**config.mk**
```make
export PLATFORM = sky130hd
export DESIGN_NAME = double_ended_queue
export DESIGN_NICKNAME = d
export VERILOG_FILES = /design/src/hdl/dq_pkg.sv /design/src/hdl/dq_ctrl.sv /design/src/hdl/dq_datapath.sv /design/src/hdl/double_ended_queue.sv
export SDC_FILE = /design/constraint.sdc
export NUM_CORES = 2
export LEC_CHECK = 0
export ABC_CLOCK_PERIOD_IN_PS = 10600
export BUFFER_PORTS_ARGS = -buffer_cell sky130_fd_sc_hd__buf_2
export CAP_MARGIN = 20
export CORE_MARGIN = 8
export CORE_UTILIZATION = 46
export CTS_BUF_LIST = sky130_fd_sc_hd__clkbuf_4 sky130_fd_sc_hd__clkbuf_8
export DETAILED_ROUTE_END_ITERATION = 6
export GPL_TIMING_DRIVEN = 1
export HOLD_SLACK_MARGIN = 0.1
export SLEW_MARGIN = 40
export SYNTH_ARGS = -nofsm -noshare
export SYNTH_HDL_FRONTEND = slang
export SYNTH_SLANG_ARGS = --single-unit
```
**constraint.sdc**
```tcl
create_clock -name clk_i -period 10.6 [get_ports clk_i]
set_input_delay 0.53 -clock clk_i [delete_from_list [all_inputs] [get_ports clk_i]]
set_output_delay 0.53 -clock clk_i [all_outputs]
set_load 0.02 [all_outputs]
```
**src/hdl/dq_pkg.sv**
```systemverilog
// shared types and constants for the double-ended queue
package dq_pkg;

  localparam int unsigned DepthDefault = 128;
  localparam int unsigned DataW        = 32;
  localparam int unsigned CapW         = 8;
  localparam int unsigned FuncW        = 2;
  localparam int unsigned StatusW      = 2;
  localparam int unsigned OutTdataW    = 40;

  localparam logic [CapW-1:0] CapReset = 8'd128;

  typedef enum logic [FuncW-1:0] {
    FUNC_PUSH   = 2'd0,
    FUNC_POP    = 2'd1,
    FUNC_INJECT = 2'd2,
    FUNC_EJECT  = 2'd3
  } func_e;

  typedef enum logic [StatusW-1:0] {
    STATUS_OK    = 2'd0,
    STATUS_EMPTY = 2'd1,
    STATUS_FULL  = 2'd2
  } status_e;

  typedef struct packed {
    logic load_in;
    logic exec;
    logic load_out;
  } dq_cmd_t;

  typedef struct packed {
    logic out_free;
  } dq_sts_t;

endpackage

```
**src/hdl/dq_ctrl.sv**
```systemverilog
// sequencer: accept, execute against the store, hand result to output register
module dq_ctrl
  import dq_pkg::*;
(
  input  logic    clk_i,
  input  logic    rst_ni,
  input  logic    in_valid_i,
  output logic    in_ready_o,
  input  dq_sts_t sts_i,
  output dq_cmd_t cmd_o
);

  typedef enum logic [1:0] {
    ST_IDLE,
    ST_EXEC,
    ST_RESP
  } state_e;

  state_e state_q, state_d;
  logic   ready_q, ready_d;

  always_comb begin
    state_d          = state_q;
    ready_d          = ready_q;
    cmd_o.load_in    = 1'b0;
    cmd_o.exec       = 1'b0;
    cmd_o.load_out   = 1'b0;
    case (state_q)
      ST_IDLE: begin
        if (in_valid_i && ready_q) begin
          cmd_o.load_in = 1'b1;
          ready_d       = 1'b0;
          state_d       = ST_EXEC;
        end
      end
      ST_EXEC: begin
        cmd_o.exec = 1'b1;
        state_d    = ST_RESP;
      end
      ST_RESP: begin
        // wait here while the previous result still sits unclaimed
        if (sts_i.out_free) begin
          cmd_o.load_out = 1'b1;
          ready_d        = 1'b1;
          state_d        = ST_IDLE;
        end
      end
      default: begin
        state_d = ST_IDLE;
        ready_d = 1'b1;
      end
    endcase
  end

  always_ff @(posedge clk_i or negedge rst_ni) begin
    if (!rst_ni) begin
      state_q <= ST_IDLE;
      ready_q <= 1'b1;
    end else begin
      state_q <= state_d;
      ready_q <= ready_d;
    end
  end

  assign in_ready_o = ready_q;

`ifndef SYNTHESIS
  a_ready_only_idle: assert property (@(posedge clk_i) disable iff (!rst_ni)
    ready_q |-> (state_q == ST_IDLE))
    else $error("input ready outside idle");
`endif

endmodule

```
**src/hdl/dq_datapath.sv**
```systemverilog
// ring store with head and count, operation decode, result and output registers
module dq_datapath
  import dq_pkg::*;
#(
  parameter int unsigned DEPTH = DepthDefault
) (
  input  logic               clk_i,
  input  logic               rst_ni,
  input  dq_cmd_t            cmd_i,
  output dq_sts_t            sts_o,
  input  logic [FuncW-1:0]   func_i,
  input  logic [DataW-1:0]   item_value_i,
  input  logic               cap_we_i,
  input  logic [CapW-1:0]    cap_data_i,
  output logic               out_valid_o,
  input  logic               out_ready_i,
  output logic [StatusW-1:0] out_status_o,
  output logic [DataW-1:0]   out_removed_value_o,
  output logic               out_removed_valid_o
);

  localparam int unsigned AW   = $clog2(DEPTH);
  localparam int unsigned CW   = $clog2(DEPTH + 1);
  localparam int unsigned SW   = CW + 1;
  localparam int unsigned CMPW = (CW > CapW) ? CW : CapW;

  logic [DataW-1:0] mem_q [DEPTH];
  logic [DataW-1:0] rd_data_q;

  func_e            func_q;
  logic [DataW-1:0] value_q;
  logic [AW-1:0]    head_q, head_d;
  logic [CW-1:0]    count_q, count_d;
  logic [CapW-1:0]  capacity_q;
  status_e          status_q, status_d;
  logic             got_q;

  logic               out_valid_q;
  status_e            out_status_q;
  logic [DataW-1:0]   out_removed_q;
  logic               out_rvalid_q;

  logic          is_ins, is_empty, is_full;
  logic [AW-1:0] head_dec, head_inc, tail_pos, addr;
  logic [CW-1:0] offset;
  logic [SW-1:0] tail_sum;
  logic          wr_en, rd_en;

  assign is_ins   = (func_q == FUNC_PUSH) || (func_q == FUNC_INJECT);
  assign is_empty = (count_q == '0);
  assign is_full  = (CMPW'(count_q) >= CMPW'(capacity_q)) || (count_q >= CW'(DEPTH));

  assign head_dec = (head_q == '0) ? AW'(DEPTH - 1) : head_q - 1'b1;
  assign head_inc = (head_q == AW'(DEPTH - 1)) ? '0 : head_q + 1'b1;

  // rear slot: head + count for inject, head + count - 1 for eject
  assign offset   = (func_q == FUNC_EJECT) ? count_q - 1'b1 : count_q;
  assign tail_sum = SW'(head_q) + SW'(offset);
  assign tail_pos = (tail_sum >= SW'(DEPTH)) ? AW'(tail_sum - SW'(DEPTH)) : AW'(tail_sum);

  always_comb begin
    case (func_q)
      FUNC_PUSH: addr = head_dec;
      FUNC_POP:  addr = head_q;
      default:   addr = tail_pos;
    endcase
  end

  assign wr_en = cmd_i.exec && is_ins && !is_full;
  assign rd_en = cmd_i.exec && !is_ins && !is_empty;

  always_comb begin
    head_d   = head_q;
    count_d  = count_q;
    status_d = status_q;
    if (cmd_i.exec) begin
      status_d = STATUS_OK;
      if (is_ins && is_full) begin
        status_d = STATUS_FULL;
      end else if (!is_ins && is_empty) begin
        status_d = STATUS_EMPTY;
      end
    end
    if (wr_en) begin
      count_d = count_q + 1'b1;
      if (func_q == FUNC_PUSH) begin
        head_d = head_dec;
      end
    end
    if (rd_en) begin
      count_d = count_q - 1'b1;
      if (func_q == FUNC_POP) begin
        head_d = head_inc;
      end
    end
  end

  always_ff @(posedge clk_i) begin
    if (wr_en) begin
      mem_q[addr] <= value_q;
    end
    if (rd_en) begin
      rd_data_q <= mem_q[addr];
    end
  end

  always_ff @(posedge clk_i) begin
    if (cmd_i.load_in) begin
      func_q  <= func_e'(func_i);
      value_q <= item_value_i;
    end
    status_q <= status_d;
    if (cmd_i.exec) begin
      got_q <= rd_en;
    end
    if (cmd_i.load_out) begin
      out_status_q  <= status_q;
      out_removed_q <= got_q ? rd_data_q : '0;
      out_rvalid_q  <= got_q;
    end
  end

  always_ff @(posedge clk_i or negedge rst_ni) begin
    if (!rst_ni) begin
      head_q      <= '0;
      count_q     <= '0;
      capacity_q  <= CapReset;
      out_valid_q <= 1'b0;
    end else begin
      head_q  <= head_d;
      count_q <= count_d;
      if (cap_we_i) begin
        capacity_q <= cap_data_i;
      end
      if (cmd_i.load_out) begin
        out_valid_q <= 1'b1;
      end else if (out_ready_i) begin
        out_valid_q <= 1'b0;
      end
    end
  end

  assign sts_o.out_free      = !out_valid_q || out_ready_i;
  assign out_valid_o         = out_valid_q;
  assign out_status_o        = out_status_q;
  assign out_removed_value_o = out_removed_q;
  assign out_removed_valid_o = out_rvalid_q;

`ifndef SYNTHESIS
  a_count_bound: assert property (@(posedge clk_i) disable iff (!rst_ni)
    count_q <= CW'(DEPTH))
    else $error("entry count beyond depth");

  a_head_bound: assert property (@(posedge clk_i) disable iff (!rst_ni)
    head_q <= AW'(DEPTH - 1))
    else $error("head index outside ring");

  a_idle_hold: assert property (@(posedge clk_i) disable iff (!rst_ni)
    !cmd_i.exec |=> $stable(count_q) && $stable(head_q))
    else $error("ring pointers moved without an operation");

  a_full_hold: assert property (@(posedge clk_i) disable iff (!rst_ni)
    cmd_i.exec && is_ins && is_full |=> $stable(count_q) && (status_q == STATUS_FULL))
    else $error("insert into full queue changed state");
`endif

endmodule

```
**src/hdl/double_ended_queue.sv**
```systemverilog
// bounded double-ended queue: push/pop at front, inject/eject at rear
// steps per item: accept, execute on the single-port store, respond
// the input is not ready again until the result is handed to the output register
// a new item is accepted while the previous result beat still waits on m_axis_tready_i
// reset (async, active low) clears head, count and output valid; capacity returns to 128
// the entry store is not cleared: only entries written by a push or inject are read
module double_ended_queue
  import dq_pkg::*;
#(
  parameter int unsigned DEPTH = DepthDefault
) (
  input  logic                 clk_i,
  input  logic                 rst_ni,
  input  logic                 s_axis_tvalid_i,
  output logic                 s_axis_tready_o,
  input  logic [DataW-1:0]     s_axis_tdata_i,   // [31:0] item_value
  input  logic [FuncW-1:0]     s_axis_tuser_i,   // [1:0] func
  output logic                 m_axis_tvalid_o,
  input  logic                 m_axis_tready_i,
  output logic [OutTdataW-1:0] m_axis_tdata_o,   // [1:0] status, [33:2] removed_value
  output logic                 m_axis_tuser_o,   // [0] removed_valid
  input  logic                 cfg_valid_i,
  output logic                 cfg_ready_o,
  input  logic [CapW-1:0]      cfg_data_i        // capacity
);

  dq_cmd_t            cmd;
  dq_sts_t            sts;
  logic [StatusW-1:0] out_status;
  logic [DataW-1:0]   out_removed;

  assign cfg_ready_o = 1'b1;

  dq_ctrl u_ctrl (
    .clk_i      (clk_i),
    .rst_ni     (rst_ni),
    .in_valid_i (s_axis_tvalid_i),
    .in_ready_o (s_axis_tready_o),
    .sts_i      (sts),
    .cmd_o      (cmd)
  );

  dq_datapath #(
    .DEPTH (DEPTH)
  ) u_datapath (
    .clk_i               (clk_i),
    .rst_ni              (rst_ni),
    .cmd_i               (cmd),
    .sts_o               (sts),
    .func_i              (s_axis_tuser_i),
    .item_value_i        (s_axis_tdata_i),
    .cap_we_i            (cfg_valid_i),
    .cap_data_i          (cfg_data_i),
    .out_valid_o         (m_axis_tvalid_o),
    .out_ready_i         (m_axis_tready_i),
    .out_status_o        (out_status),
    .out_removed_value_o (out_removed),
    .out_removed_valid_o (m_axis_tuser_o)
  );

  assign m_axis_tdata_o = {6'd0, out_removed, out_status};

endmodule

```
## Yosys cells after proc, flatten, opt, wreduce, memory -nomap -nowiden

Memories as Yosys holds them, arrays and structs flattened. A register that Yosys moved wholly into a read port is not among the register bits.
Index checks and enable logic that the tools add are counted.

- Word-level logic and storage cells: 81
- Memory bits (writable): 4096
- Memories kept: 1
- Output and inout port bits: 44
- Input bits: 47
- Bits in registers: 99

Memories:

| memory | words | bits a word | rd ports | clocked after Yosys merged registers in | wr ports | RTL line | RTL |
|---|---|---|---|---|---|---|---|
| u_datapath.mem_q | 128 | 32 | 1 | 1 | 1 | dq_datapath.sv:27 | `logic [DataW-1:0] mem_q [DEPTH];` |

- Add/subtract/negate cells: 6
- Bitwise logic cells: 1
- $lt $le $gt $ge: 3
- Muxes and demuxes: 27
- Equality and inequality tests: 8
- Reduce and logical (&&, ||, !) cells: 22

Operators by type and width:

| kind | number |
|---|---|
| $mux 7 | 7 |
| $mux 8 | 3 |
| $pmux 7 s2 | 1 |
| $sub 7x1->7 const B | 2 |
| $mux 1 | 12 |
| $add 7x8->9 | 1 |
| $ge 9x8->1 const B | 1 |
| $add 8x1->8 const B | 1 |
| $ge 8x8->1 | 1 |
| $ge 8x8->1 const B | 1 |
| $logic_not 8->1 | 1 |
| $sub 8x1->8 const B | 1 |
| $add 7x1->7 const B | 1 |
| $eq 7x7->1 const B | 1 |
| $logic_and 1x1->1 | 7 |
| $logic_not 7->1 | 1 |
| $eq 2x2->1 const B | 3 |
| $pmux 2 s3 | 1 |
| $eq 2x1->1 const B | 2 |
| $logic_not 1->1 | 4 |
| $logic_not 2->1 | 2 |
| $mux 2 | 2 |
| $reduce_bool 2->1 | 2 |
| $logic_or 1x1->1 | 3 |
| 6 further kinds | 6 |

## Longest topological paths before layout

- Depth in word-level cells: 7
- Mapped depth: 18
- Gate-level depth less buffers: 13

## Modules after synthesis

Synthesis repeated with hierarchy kept, for this count alone.

- Cells, all modules: 9423
- Area, all modules: 163888.4 um2

By module, submodules not included:

| module | instances | cells an instance | seq. area each (um2) | area an instance (um2) |
|---|---|---|---|---|
| dq_datapath | 1 | 9400 | 126722.8 | 163669.5 |
| dq_ctrl | 1 | 14 | 76.3 | 158.9 |
| double_ended_queue | 1 | 9 | 0.0 | 60.1 |

## Worst setup path before layout

No wires, ideal clock.

- Path type: reg2reg
- From: register u_datapath.func_q[1]
- To: memory u_datapath.mem_q[81][0] (enable)
- Slack: 3102 ps
- Library setup time: 502 ps
- Clock period less this slack: 7498 ps
- Arrival time: 6997 ps
- Stages on the path, launching flop included: 17
- Buffers on the path: 5
- Required time: 10098 ps
- Cells stage by stage: edfxtp_1 -> buf_2 -> buf_1 -> buf_1 -> nand2_1 -> or4_1 -> xnor2_1 -> ha_1 -> o21a_1 -> o211a_1 -> or3_1 -> a31oi_2 -> xnor2_1 -> buf_2 -> nand2_1 -> clkbuf_1 -> nor4_1

- Word-level cells in the longest chain between the ends: 6
- Elaborated cells between the ends (all ways): 15
- Classes of those cells: add/sub (2); order compare (1); eq/ne (3); mux (5); reduce/logical (4)

Ends and longest elaborated chain:

| item | RTL line | RTL |
|---|---|---|
| start: declaration | dq_datapath.sv:30 | `func_e func_q;` |
| start signal: assignment | dq_datapath.sv:109 | `func_q <= func_e'(func_i);` |
| $eq 2x2->1, or another cell as far along | dq_datapath.sv:57 | `assign offset = (func_q == FUNC_EJECT) ? count_q - 1'b1 : count_q;` |
| $mux 8 / $logic_or 1x1->1 (equally long branches) | dq_datapath.sv:57, dq_datapath.sv:49 |  |
| $add 7x8->9 / $logic_and 1x1->1 (equally long branches) | dq_datapath.sv:58, dq_datapath.sv:69 |  |
| $ge 9x8->1, or another cell as far along | dq_datapath.sv:59 | `assign tail_pos = (tail_sum >= SW'(DEPTH)) ? AW'(tail_sum - SW'(DEPTH)) : AW'(tail_sum);` |
| $mux 7 / $mux 1 (equally long branches) | dq_datapath.sv:59, dq_datapath.sv:99 |  |
| $pmux 7 s2 / $mux 1 (equally long branches) | dq_datapath.sv:62, dq_datapath.sv:100 |  |
| end: declaration | dq_datapath.sv:27 |  |

Parallel ways exist; a longest one is shown, timed or not.

## Final worst setup path

- From: register u_datapath.func_q[1]
- To: register u_datapath.rd_data_q[3] (read register of u_datapath.mem_q) (data pin)

- Word-level cells in the longest chain between the ends: 6
- Elaborated cells between the ends (all ways): 14
- Classes of those cells: add/sub (2); order compare (1); eq/ne (3); mux (3); reduce/logical (5)

Ends and longest elaborated chain:

| item | RTL line | RTL |
|---|---|---|
| $eq 2x2->1 | dq_datapath.sv:57 |  |
| $mux 8 | dq_datapath.sv:57 |  |
| $add 7x8->9 | dq_datapath.sv:58 | `assign tail_sum = SW'(head_q) + SW'(offset);` |
| $ge 9x8->1 / $sub 7x1->7 (equally long branches) | dq_datapath.sv:59 |  |
| $mux 7 | dq_datapath.sv:59 |  |
| $pmux 7 s2 | dq_datapath.sv:62 | `case (func_q)` |
| end: declaration | dq_datapath.sv:28 | `logic [DataW-1:0] rd_data_q;` |

Parallel ways exist; a longest one is shown, timed or not.
A chain may end at the register's enable or synchronous reset.

==> impl_metrics.tcl <==
set metrics [dict create \
    outcome "finished clean" \
    synthArstFlopShare_pct 0.639 \
    overflow 0 \
    grt_pass1_vias 99159 \
    ioPinCount 91 \
    port_buffers 83 \
    path_clk_slew_ps 70 \
    clock_sink_count 4227 \
    dieArea_um2 386000 \
    cts_tree "done" \
    fin_crit_sh_pct 64.4 \
    synth_edf_count 4200 \
    final_cell_mix "edfxtp_1 (4,200), mux2i_1 (1,280), o21ai_0 (903)" \
    final_max_slew_viol_count 0 \
    worst_slew_pin_slew_ps 982 \
    finalSetupViolCount 0 \
    fp.dieH_um 622 \
    vias_per_cell 6.18 \
    clkLatencyLatePin_ps 1250 \
    grt_max_degree 231 \
    crit_top_cell "xnor2_1" \
    crit_required_ps 11580 \
    fmax_mhz 146 \
    synth_area_leader_cell "edfxtp_1" \
    worstSetupEndpointType "register" \
    max-slew-margin-rel_pct 34.5 \
    layout_commonest_cell "edfxtp_1" \
    core_region_area_um2 365000 \
    syn_avg_cell_area_um2 16.1 \
    max-vdd-ir-drop_mv 0.139 \
    tns_ps 0 \
    regArea_um2 127000 \
    cts_made_buffers 682 \
    first_pass_iters 6 \
    multi_input_area_um2 40000 \
    drc 0 \
    finalPower_w 0.0318 \
    drt-initial-drc-count 12421 \
    wl_per_cell_um 31.2 \
    skew_ps 87.6 \
    drive_gt1_share_pct 15.7 \
    postSynthCellCount 10488 \
    routed_wl_um 510000 \
    max_stage_delay_ps 800 \
    via_count 100963 \
    synth_cell_type_count 62 \
    worst_hold_slack_ps 219 \
    synth_flop_cell "edfxtp_1" \
    critical_path.cell_chain "nand2_1 -> xnor2_1 -> ha_1 -> inv_1 -> fa_1 -> xnor2_1 -> a221oi_1 -> buf_1 -> nand3_4 -> buf_12 -> buf_4 -> o22ai_1 -> o21ai_0 -> nand4_1 -> a2111o_1" \
    fill_cells 29258 \
    worst-setup-path-type "reg -> reg" \
    ys_top_cells_by_area "edfxtp_1 (75%), mux2i_1 (7.6%), o21ai_0 (2.7%)" \
    startpoint_type "register" \
    period_needed_ps 6830 \
    cts_buffer_depth 4 \
    syn-cell-area_um2 169000 \
    startpoint "u_datapath.func_q[1]$_DFFE_PP_" \
    grt_pass1_wl_um 717000 \
    cts_root_buffer "clkbuf_8" \
    synth_top_area_share_pct 74.8 \
    post_cts_buffers 0 \
    cp_max_fo 80 \
    die_w_um 622 \
    antenna_found_initial 36 \
    syn_to_final_growth_pct 13.7 \
    fin_nets 11011 \
    post_dp_cell_area_um2 177000 \
    track_usage_pct 25.2 \
    rows 222 \
    p_per_area_nw_per_um2 166 \
    crit_arrival_ps 7810 \
    synth-seq-cells 4227 \
    antenna_left 0 \
    hold_viol_final 0 \
    max_cap_violations 0 \
    seq_area_frac_synth_pct 75.2 \
    htreeDepth 6 \
    yosysWarnings 0 \
    initial_core_util_pct 46.2 \
    place.gp.congestion 0.815 \
    hpwl_um 271000 \
    cpMaxStageDelayCell "nand4_1" \
    holdCritPathClass "in -> reg" \
    cts_resized 0 \
    grt_setup_unrepaired "no" \
    hp-start "s_axis_tvalid_i" \
    leakage_nw 65.0 \
    fin_area_um2 192000 \
    worstReg2RegStart "u_datapath.func_q[1]$_DFFE_PP_" \
]
-- what timing repair did --
action                                  CTS  global route
endpoints found under the setup margin    0             0
hold buffers                            104             0
hold endpoints to repair                 85             0
-- layout make-up --
cell class,instances,area share (%)
antenna,53,0.0691
clock inverter,314,1.03
sequential,4227,66.1
inverter,18,0.0352
clock buffer,887,5.74
timing repair buffer,625,3.02
tap,4816,3.14
multi-input combinational,5390,20.9
-- where the power goes --
part           internal [W]  switching (W)  leakage (nW)  total [W]
clock               0.00714        0.00649          6.88     0.0136
combinational     0.0000366      0.0000181          20.0  0.0000548
sequential           0.0181     0.00000102          38.1     0.0181
total                0.0253        0.00650          65.0     0.0318
-- critical path, delay by kind of cell (launching register included) --
kind | cells | cell delay (ps)
xor+xnor | 2 | 450
compound gates | 4 | 1630
flops | 1 | 760
buf+inv | 4 | 1370
simple gates | 3 | 1530
fa+ha+maj | 2 | 640
-- per-layer routing --
layer  vias to the layer above  part of all wire (%)  track usage, %
met4                        14                   4.2            9.88
met5                         -                 0.019               0
met1                     52028                    40            33.5
met3                       843                   9.0            4.95
li1                      43096                     -               -
met2                      4982                    47            41.0
-- Yosys cell counts, types with 33 or more instances --
cell type  count
a311oi_1      97
nor3_1        74
edfxtp_1    4200
nor4_1        65
nand4b_1     192
mux2i_1     1280
and3_1       387
nand4_1       34
clkbuf_1     596
a21boi_0     382
o21ai_1      193
a22oi_1       98
a21o_1       198
o22ai_1      640
o21ai_0      914
and2_1        37
nand3_1      393
buf_1         33
a21oi_1      207
buf_2        196
-- through the flow --
step                      instances  worst slack, ps  util [%]
after floorplan               10493             3100         -
after global placement        14906             2550      48.2
after detailed placement      14948             3830      48.5
after CTS                     16253             3810      52.3
after global routing          16305             3560      52.5
final                         16330             3770      52.5
-- path summary, 6_finish.rpt --
| check | end | slack [ps] | cells past startpoint |
|---|---|---|---|
| min | u_ctrl.state_q[0]$_DFFE_PN0P_ | 220 | 4 |
| min reg2reg | u_datapath.out_status_o[1]$_DFFE_PP_ | 420 | 0 |
| max in group asynchronous | u_datapath.head_q[1]$_DFF_PN0_ | 10010 | 4 |
| max reg2reg | u_datapath.rd_data_q[3]$_DFFE_PP_ | 3770 | 15 |
| max | u_datapath.rd_data_q[3]$_DFFE_PP_ | 3770 | 15 |
| min in group asynchronous | u_datapath.count_q[2]$_DFFE_PN0P_ | 430 | 4 |
-- sequential cells by signal (all words and copies together), names as in the netlist --
name                            count
u_datapath.rd_data_q               32
u_datapath.head_q                   7
u_datapath.out_removed_value_o     32
u_datapath.out_removed_valid_o      1
u_datapath.mem_q                 4096
u_datapath.func_q                   2
u_datapath.out_status_o             2
u_ctrl.in_ready_o                   1
u_datapath.count_q                  8
u_ctrl.state_q                      2
u_datapath.status_q                 2
u_datapath.value_q                 32
u_datapath.capacity_q               8
u_datapath.got_q                    1
u_datapath.out_valid_o              1
-- kinds of logic (layout without fill, tap and decap cells) --
family	after synthesis	after routing	synth area share (%)
mux	1281	1281	7.60
simple gates	1269	1269	4.59
other cells	2	60	0.00445
xor+xnor	22	22	0.119
flops	4227	4227	75.2
compound gates	2791	2791	10.2
fa+ha+maj	20	20	0.153
buf+inv	876	1844	2.19
Power figures use the tool's default switching activity.
